**src/sv/mhpq_pkg.sv**
```systemverilog
package mhpq_pkg;

    localparam int CAPACITY_DEF    = 1024;
    localparam int VALUE_WIDTH_DEF = 32;

    localparam int KIND_W   = 2;
    localparam int DATA_W   = 32;
    localparam int INDEX_W  = 10;
    localparam int COUNT_W  = 11;
    localparam int STATUS_W = 2;

    localparam logic [KIND_W-1:0] KIND_PUSH   = 2'd0;
    localparam logic [KIND_W-1:0] KIND_POP    = 2'd1;
    localparam logic [KIND_W-1:0] KIND_REMOVE = 2'd2;

    localparam logic [STATUS_W-1:0] STAT_OK        = 2'd0;
    localparam logic [STATUS_W-1:0] STAT_EMPTY_POP = 2'd1;
    localparam logic [STATUS_W-1:0] STAT_FULL_PUSH = 2'd2;
    localparam logic [STATUS_W-1:0] STAT_BAD_INDEX = 2'd3;

    typedef struct packed {
        logic [KIND_W-1:0]        kind;
        logic signed [DATA_W-1:0] value;
        logic [INDEX_W-1:0]       index;
    } in_word_t;

    typedef struct packed {
        logic signed [DATA_W-1:0] top;
        logic                     empty_res;
        logic [COUNT_W-1:0]       count;
        logic [STATUS_W-1:0]      status;
    } out_word_t;

    typedef struct packed {
        logic      fire;
        out_word_t word;
    } result_t;

endpackage

```
**src/sv/mhpq_ctrl.sv**
```systemverilog
module mhpq_ctrl #(
    parameter int CAPACITY    = mhpq_pkg::CAPACITY_DEF,
    parameter int VALUE_WIDTH = mhpq_pkg::VALUE_WIDTH_DEF,
    parameter int AW          = $clog2(CAPACITY)
) (
    input  logic                   clk,
    input  logic                   rst_n,
    input  logic                   start,
    input  mhpq_pkg::in_word_t     item,
    output logic                   ready,
    input  logic                   out_free,
    output mhpq_pkg::result_t      result,
    output logic                   we,
    output logic [AW-1:0]          wa,
    output logic [VALUE_WIDTH-1:0] wd,
    output logic [AW-1:0]          ra_a,
    output logic [AW-1:0]          ra_b,
    input  logic [VALUE_WIDTH-1:0] rd_a,
    input  logic [VALUE_WIDTH-1:0] rd_b
);

    localparam int CW  = $clog2(CAPACITY + 1);
    localparam int LW  = AW + 2;
    localparam int IXW = (CW > mhpq_pkg::INDEX_W) ? CW : mhpq_pkg::INDEX_W;
    localparam int VW  = VALUE_WIDTH;

    localparam logic [2:0] S_IDLE  = 3'd0;
    localparam logic [2:0] S_LAST  = 3'd1;
    localparam logic [2:0] S_UP    = 3'd2;
    localparam logic [2:0] S_UPCMP = 3'd3;
    localparam logic [2:0] S_DN    = 3'd4;
    localparam logic [2:0] S_DNCMP = 3'd5;
    localparam logic [2:0] S_FIN   = 3'd6;

    localparam logic signed [VW-1:0] MAX_POS = {1'b0, {(VW-1){1'b1}}};

    logic [2:0]                     state_reg, state_next;
    logic [AW-1:0]                  pos_reg, pos_next;
    logic [CW-1:0]                  cnt_reg, cnt_next;
    logic signed [VW-1:0]           cur_reg, cur_next;
    logic [mhpq_pkg::STATUS_W-1:0]  status_reg, status_next;
    logic                           down_reg, down_next;
    logic                           moved_reg, moved_next;
    logic signed [VW-1:0]           top_reg;

    logic signed [63:0]   value_ext;
    logic signed [VW-1:0] value_in;
    logic [AW-1:0]        parent;
    logic [LW-1:0]        left;
    logic [LW-1:0]        right;
    logic signed [VW-1:0] best_val;
    logic [LW-1:0]        best_idx;
    logic                 best_moved;
    logic signed [VW-1:0] top_val;
    logic signed [63:0]   top_ext;
    logic                 fire;

    assign value_ext = 64'(item.value);
    assign value_in  = value_ext[VW-1:0];
    assign parent    = AW'((pos_reg - 1'b1) >> 1);
    assign left      = LW'({pos_reg, 1'b1});
    assign right     = left + 1'b1;

    always_comb
    begin
        state_next  = state_reg;
        pos_next    = pos_reg;
        cnt_next    = cnt_reg;
        cur_next    = cur_reg;
        status_next = status_reg;
        down_next   = down_reg;
        moved_next  = moved_reg;
        we          = 1'b0;
        wa          = pos_reg;
        wd          = cur_reg;
        ra_a        = AW'(cnt_reg - 1'b1);
        ra_b        = '0;
        best_val    = cur_reg;
        best_idx    = LW'(pos_reg);
        best_moved  = 1'b0;
        fire        = 1'b0;

        unique case (state_reg)
            S_IDLE:
            begin
                if (start)
                begin
                    status_next = mhpq_pkg::STAT_OK;
                    moved_next  = 1'b0;
                    down_next   = 1'b0;
                    unique case (item.kind)
                        mhpq_pkg::KIND_PUSH:
                        begin
                            if (cnt_reg == CW'(CAPACITY))
                            begin
                                status_next = mhpq_pkg::STAT_FULL_PUSH;
                                state_next  = S_FIN;
                            end
                            else
                            begin
                                cur_next   = value_in;
                                pos_next   = AW'(cnt_reg);
                                cnt_next   = cnt_reg + 1'b1;
                                state_next = S_UP;
                            end
                        end
                        mhpq_pkg::KIND_POP:
                        begin
                            if (cnt_reg == '0)
                            begin
                                status_next = mhpq_pkg::STAT_EMPTY_POP;
                                state_next  = S_FIN;
                            end
                            else
                            begin
                                cnt_next   = cnt_reg - 1'b1;
                                pos_next   = '0;
                                down_next  = 1'b1;
                                state_next = (cnt_reg == CW'(1)) ? S_FIN : S_LAST;
                            end
                        end
                        mhpq_pkg::KIND_REMOVE:
                        begin
                            if (IXW'(item.index) >= IXW'(cnt_reg))
                            begin
                                status_next = mhpq_pkg::STAT_BAD_INDEX;
                                state_next  = S_FIN;
                            end
                            else
                            begin
                                cnt_next   = cnt_reg - 1'b1;
                                pos_next   = AW'(item.index);
                                down_next  = 1'b1;
                                state_next = (IXW'(item.index) == IXW'(cnt_reg - 1'b1))
                                             ? S_FIN : S_LAST;
                            end
                        end
                        default:
                        begin
                            state_next = S_FIN;
                        end
                    endcase
                end
            end
            S_LAST:
            begin
                cur_next   = $signed(rd_a);
                state_next = S_UP;
            end
            S_UP:
            begin
                if (pos_reg == '0)
                begin
                    if (down_reg)
                    begin
                        state_next = S_DN;
                    end
                    else
                    begin
                        we         = 1'b1;
                        state_next = S_FIN;
                    end
                end
                else
                begin
                    ra_a       = parent;
                    state_next = S_UPCMP;
                end
            end
            S_UPCMP:
            begin
                if ($signed(rd_a) < cur_reg)
                begin
                    we         = 1'b1;
                    wd         = rd_a;
                    pos_next   = parent;
                    moved_next = 1'b1;
                    state_next = S_UP;
                end
                else if (down_reg && !moved_reg)
                begin
                    state_next = S_DN;
                end
                else
                begin
                    we         = 1'b1;
                    state_next = S_FIN;
                end
            end
            S_DN:
            begin
                if (left >= LW'(cnt_reg))
                begin
                    we         = 1'b1;
                    state_next = S_FIN;
                end
                else
                begin
                    ra_a       = left[AW-1:0];
                    ra_b       = right[AW-1:0];
                    state_next = S_DNCMP;
                end
            end
            S_DNCMP:
            begin
                if (cur_reg < $signed(rd_a))
                begin
                    best_val   = $signed(rd_a);
                    best_idx   = left;
                    best_moved = 1'b1;
                end
                if ((right < LW'(cnt_reg)) && (best_val < $signed(rd_b)))
                begin
                    best_val   = $signed(rd_b);
                    best_idx   = right;
                    best_moved = 1'b1;
                end
                we = 1'b1;
                if (best_moved)
                begin
                    wd         = best_val;
                    pos_next   = best_idx[AW-1:0];
                    state_next = S_DN;
                end
                else
                begin
                    state_next = S_FIN;
                end
            end
            S_FIN:
            begin
                fire = out_free;
                if (out_free)
                begin
                    state_next = S_IDLE;
                end
            end
            default:
            begin
                state_next = S_IDLE;
            end
        endcase
    end

    always_ff @(posedge clk or negedge rst_n)
    begin
        if (!rst_n)
        begin
            state_reg  <= S_IDLE;
            cnt_reg    <= '0;
            status_reg <= mhpq_pkg::STAT_OK;
            down_reg   <= 1'b0;
            moved_reg  <= 1'b0;
        end
        else
        begin
            state_reg  <= state_next;
            cnt_reg    <= cnt_next;
            status_reg <= status_next;
            down_reg   <= down_next;
            moved_reg  <= moved_next;
        end
    end

    // root shadow, follows every write to position zero
    always_ff @(posedge clk)
    begin
        pos_reg <= pos_next;
        cur_reg <= cur_next;
        if (we && (wa == '0))
        begin
            top_reg <= $signed(wd);
        end
    end

    assign top_val = (cnt_reg == '0) ? MAX_POS : top_reg;
    assign top_ext = 64'(top_val);
    assign ready   = (state_reg == S_IDLE);

    assign result.fire           = fire;
    assign result.word.top       = top_ext[mhpq_pkg::DATA_W-1:0];
    assign result.word.empty_res = (cnt_reg == '0);
    assign result.word.count     = mhpq_pkg::COUNT_W'(cnt_reg);
    assign result.word.status    = status_reg;

endmodule

```
**config.mk**
```make
export PLATFORM = sky130hd
export DESIGN_NAME = mhpq_ctrl
export DESIGN_NICKNAME = d
export VERILOG_FILES = /design/src/sv/mhpq_pkg.sv /design/src/sv/mhpq_ctrl.sv
export SDC_FILE = /design/constraint.sdc
export NUM_CORES = 1
export LEC_CHECK = 0
export BUFFER_PORTS_ARGS = -buffer_cell sky130_fd_sc_hd__buf_2
export CAP_MARGIN = 5
export CORE_MARGIN = 4
export CORE_UTILIZATION = 46
export DETAILED_ROUTE_END_ITERATION = 16
export PLACE_DENSITY_LB_ADDON = 0.25
export SLEW_MARGIN = 10
export SYNTH_ARGS = -nofsm -noshare
export SYNTH_HDL_FRONTEND = slang
export SYNTH_SLANG_ARGS = --single-unit
```
**constraint.sdc**
```tcl
create_clock -name clk -period 13.53 [get_ports clk]
set_input_delay 4.059 -clock clk [delete_from_list [all_inputs] [get_ports clk]]
set_output_delay 4.059 -clock clk [all_outputs]
set_load 0.01 [all_outputs]
```
==> results.toml <==
[outcome]
status = "finished, final reports clean"

[sta]
setup_tns_ns = 0
finalHoldViolCount = 0
setup_ws_ns = 0.173
fmax_mhz = 74.9
slew_violations = 0
rsz0062_at_grt = "no"
setup_violations = 0
fin_crit_sh = 0.987
period_minus_slack_ns = 13.36
tightest_slew_ns = 1.09
skew_ns = 0.0101
max_slew_margin = 0.268

[power]
seq_power_share = 0.240
clkPwrFrac = 0.113
fin_total_pwr_mw = 2.21
switching_share = 0.491
power.leakage_nw = 5.19
power_density_nw_per_um2 = 193
p_switching_mw = 1.08
intPower_mw = 1.12
peakVddDrop_v = 0.0000951
pwr-share-comb = 0.647

[critical_path]
start_kind = "primary input"
crit_slowest_cell = "or4_4"
cp.arrival_ns = 9.30
crit_type = "in -> out"
r2r_start = "cur_reg[15]$_DFFE_PP_"
startpoint = "rd_a[15]"
cp.depth = 22
critPathCapture = "wd[22]"
path_max_fanout = 21
crit_chain = "buf_2 -> inv_1 -> ha_1 -> nand4_1 -> nor4_2 -> buf_4 -> a21boi_2 -> o31ai_2 -> nand3_1 -> buf_12 -> mux2i_2 -> ha_1 -> and3_1 -> nand4_1 -> or4_4 -> a311o_2 -> a2111oi_4 -> a31oi_4 -> a31oi_4 -> buf_12 -> o221ai_1 -> buf_2"
reg2reg_depth = 19
setup.worst_path.end_class = "output port"
r2r_end = "wa[6]$_DFFE_PP_"
cpPeakStageDelay_ns = 0.59
required_ns = 9.47
cpLargestDelayFamily = "compound AO/OA/AOI/OAI gates"
r2r_setup_slack_ns = 7.15
critical_path_buf_inv_count = 6

[final_layout]
drive_above_1_share = 0.304
fin_cells = 1538
area_growth_pct = 19.5
layout.nets = 1478
diodes = 0
nFillCells = 1881

[synth]
synth_area_sq_um = 9560
ys_warn_count = 0
synth_nets = 1276
syn_inst = 1061
synth.distinct_cells = 76
avgSynthCellArea_sq_um = 9.01
ys_ff_latch = 92
ys_seq_area_frac = 0.280
synth_ff_type = "edfxtp_1"
ys_async_sr_fraction = 0.196
synth_edf_count = 74

[routing]
drc = 0
drt_iter0_markers = 784
drt-wirelength-per-cell_um = 20.7
drtAntennaViolNets = 0
routed_via_density = 6.06
num_vias = 9319
drtPass1Iterations = 5
routed_wl_um = 31800

[clock_network]
clk_pin_slew_ns = 0.07
htree_num_levels = 3
cts_root_buffer = "clkbuf_16"
clock_path_buffers = 2
clock_latency_ns = 0.36
numCtsBuffers = 9
cts_sinks = 92
cts_tree = "done"

[worst_hold_path]
hp-start = "moved_reg$_DFFE_PN0P_"
holdCritPathClass = "reg -> reg"

[placement]
place_ws_ns = -0.0877
io_buffers = 221
hpwl_um = 24400
routabilityCongestion = 0.942
dpl.cell_count = 1520

[floorplanning]
fp.dieW_um = 152
core_area_sq_um = 20400
start_util = 0.469
std_cell_rows = 52
io_pins = 223
die_area_sq_um = 23100
die_y_um = 152

[grt]
grt_pass1_vias = 9119
grt-ovfl-total = 0
grt_max_degree = 35
grt_pass1_wl_um = 50100
antenna_found_initial = 1
gr-usage-all-layers = 0.265

[job]
drv_cap = 0
-- layout make-up --
cell class                      instances  area [sq um]  share of cell area
Timing Repair Buffer                  257          1440               0.126
Tap cell                              270           338              0.0296
Inverter                              112           420              0.0368
Clock buffer                           10           229              0.0201
Clock inverter                          6          46.3             0.00405
Multi-Input combinational cell        791          6270               0.549
Sequential cell                        92          2670               0.234
-- layout by cell type, fill, tap and decap left out, types with 13 or more instances in the layout --
| master | n |
|---|---|
| xnor2_1 | 22 |
| o211ai_1 | 20 |
| o21a_1 | 13 |
| edfxtp_1 | 74 |
| ha_1 | 103 |
| a21oi_1 | 62 |
| or2_2 | 36 |
| buf_2 | 221 |
| nand4_1 | 20 |
| o21ai_0 | 30 |
| inv_1 | 111 |
| buf_4 | 31 |
| mux2_2 | 44 |
| o221ai_1 | 14 |
| xor2_1 | 13 |
| nand3_1 | 25 |
| nand2_1 | 66 |
| dfrtp_1 | 18 |
| a32oi_1 | 26 |
| nor3_1 | 17 |
| and3_1 | 25 |
| mux2i_1 | 22 |
| nor2_1 | 46 |
-- kinds of logic after synthesis --
group / count (synthesis) / share of synthesized area
other: 1 / 0.000392
flip-flops: 92 / 0.280
XOR/XNOR: 39 / 0.0415
multiplexers: 68 / 0.0770
adder cells (fa/ha/maj): 103 / 0.135
buffers and inverters: 178 / 0.0757
AND/OR/NAND/NOR: 282 / 0.153
AO/OA/AOI/OAI: 298 / 0.238
-- metrics by stage --
stage	cell area, sq um	hold WS [ns]	utilization
after floorplan	9560	0.441	-
after global placement	11000	0.455	0.542
after detailed placement	11000	0.463	0.542
after CTS	11300	0.480	0.556
after global routing	11400	0.501	0.561
final	11400	0.476	0.561
-- power by group through the flow --
| stage | clock (mW) | sequential [mW] | combinational (mW) |
|---|---|---|---|
| 2_1_floorplan | 0 | 0.481 | 0.953 |
| 3_3_place_gp | 0 | 0.530 | 1.37 |
| 3_5_place_dp | 0 | 0.532 | 1.39 |
| 4_1_cts | 0.253 | 0.525 | 1.40 |
| 5_1_grt | 0.265 | 0.541 | 1.56 |
| 6_report | 0.250 | 0.529 | 1.43 |
-- per-layer routing --
| metal | track usage | part of all wire | vias to the layer above |
|---|---|---|---|
| met2 | 0.418 | 0.45 | 414 |
| met3 | 0.0409 | 0.070 | 46 |
| li1 | - | - | 4411 |
| met1 | 0.380 | 0.46 | 4446 |
| met4 | 0.0728 | 0.020 | 2 |
| met5 | 0 | 0.00022 | - |
-- repair_timing --
item                                    CTS  global route
buffers inserted                          0             2
pin swaps                                 0             3
resized for setup                         2            19
endpoints found under the setup margin   26            32
hold buffers                              0             0
-- worst min-delay path by stage --
| stage | endpoint | slack, ns | cells after the start |
|---|---|---|---|
| after floorplan | moved_reg$_DFFE_PN0P_ | 0.44 | 1 |
| after global placement | moved_reg$_DFFE_PN0P_ | 0.46 | 1 |
| after detailed placement | moved_reg$_DFFE_PN0P_ | 0.46 | 1 |
| after CTS | moved_reg$_DFFE_PN0P_ | 0.48 | 1 |
| after global routing | status_reg[0]$_DFFE_PN0P_ | 0.50 | 2 |
| final | moved_reg$_DFFE_PN0P_ | 0.48 | 1 |
-- synthesized netlist by cell type, types with 5 or more instances --
cell       number  share of area
o221ai_1       14          0.013
nor2_1         46          0.018
o21a_1         13          0.010
inv_1         111          0.044
mux2i_1        24          0.025
a21oi_1        62          0.032
a21o_1          9         0.0071
clkbuf_1       49          0.019
and2_1          5         0.0033
a31oi_1        11         0.0072
nor3_1         17         0.0089
xnor2_1        22          0.020
a2111oi_0      12          0.011
nand4_1        20          0.013
mux2_2         44          0.052
a41oi_1         5         0.0046
or3_1           5         0.0033
a222oi_1        7         0.0073
o31ai_1         7         0.0055
o21ai_0        31          0.016
a32oi_1        26          0.024
o211ai_1       20          0.016
or2_2          36          0.024
nand2_1        66          0.026
nand3_1        25          0.013
o221ai_2       10          0.016
a211oi_1       12         0.0094
a311oi_1        6         0.0055
xor2_1         13          0.012
o22ai_1         8         0.0052
dfrtp_1        18          0.047
nand2b_1        8         0.0052
buf_2           8         0.0042
a2bb2oi_1       8         0.0073
and3_1         25          0.016
nor4_1          6         0.0039
nor2b_1         7         0.0046
edfxtp_1       74           0.23
ha_1          103           0.13
Power figures use the tool's default switching activity.
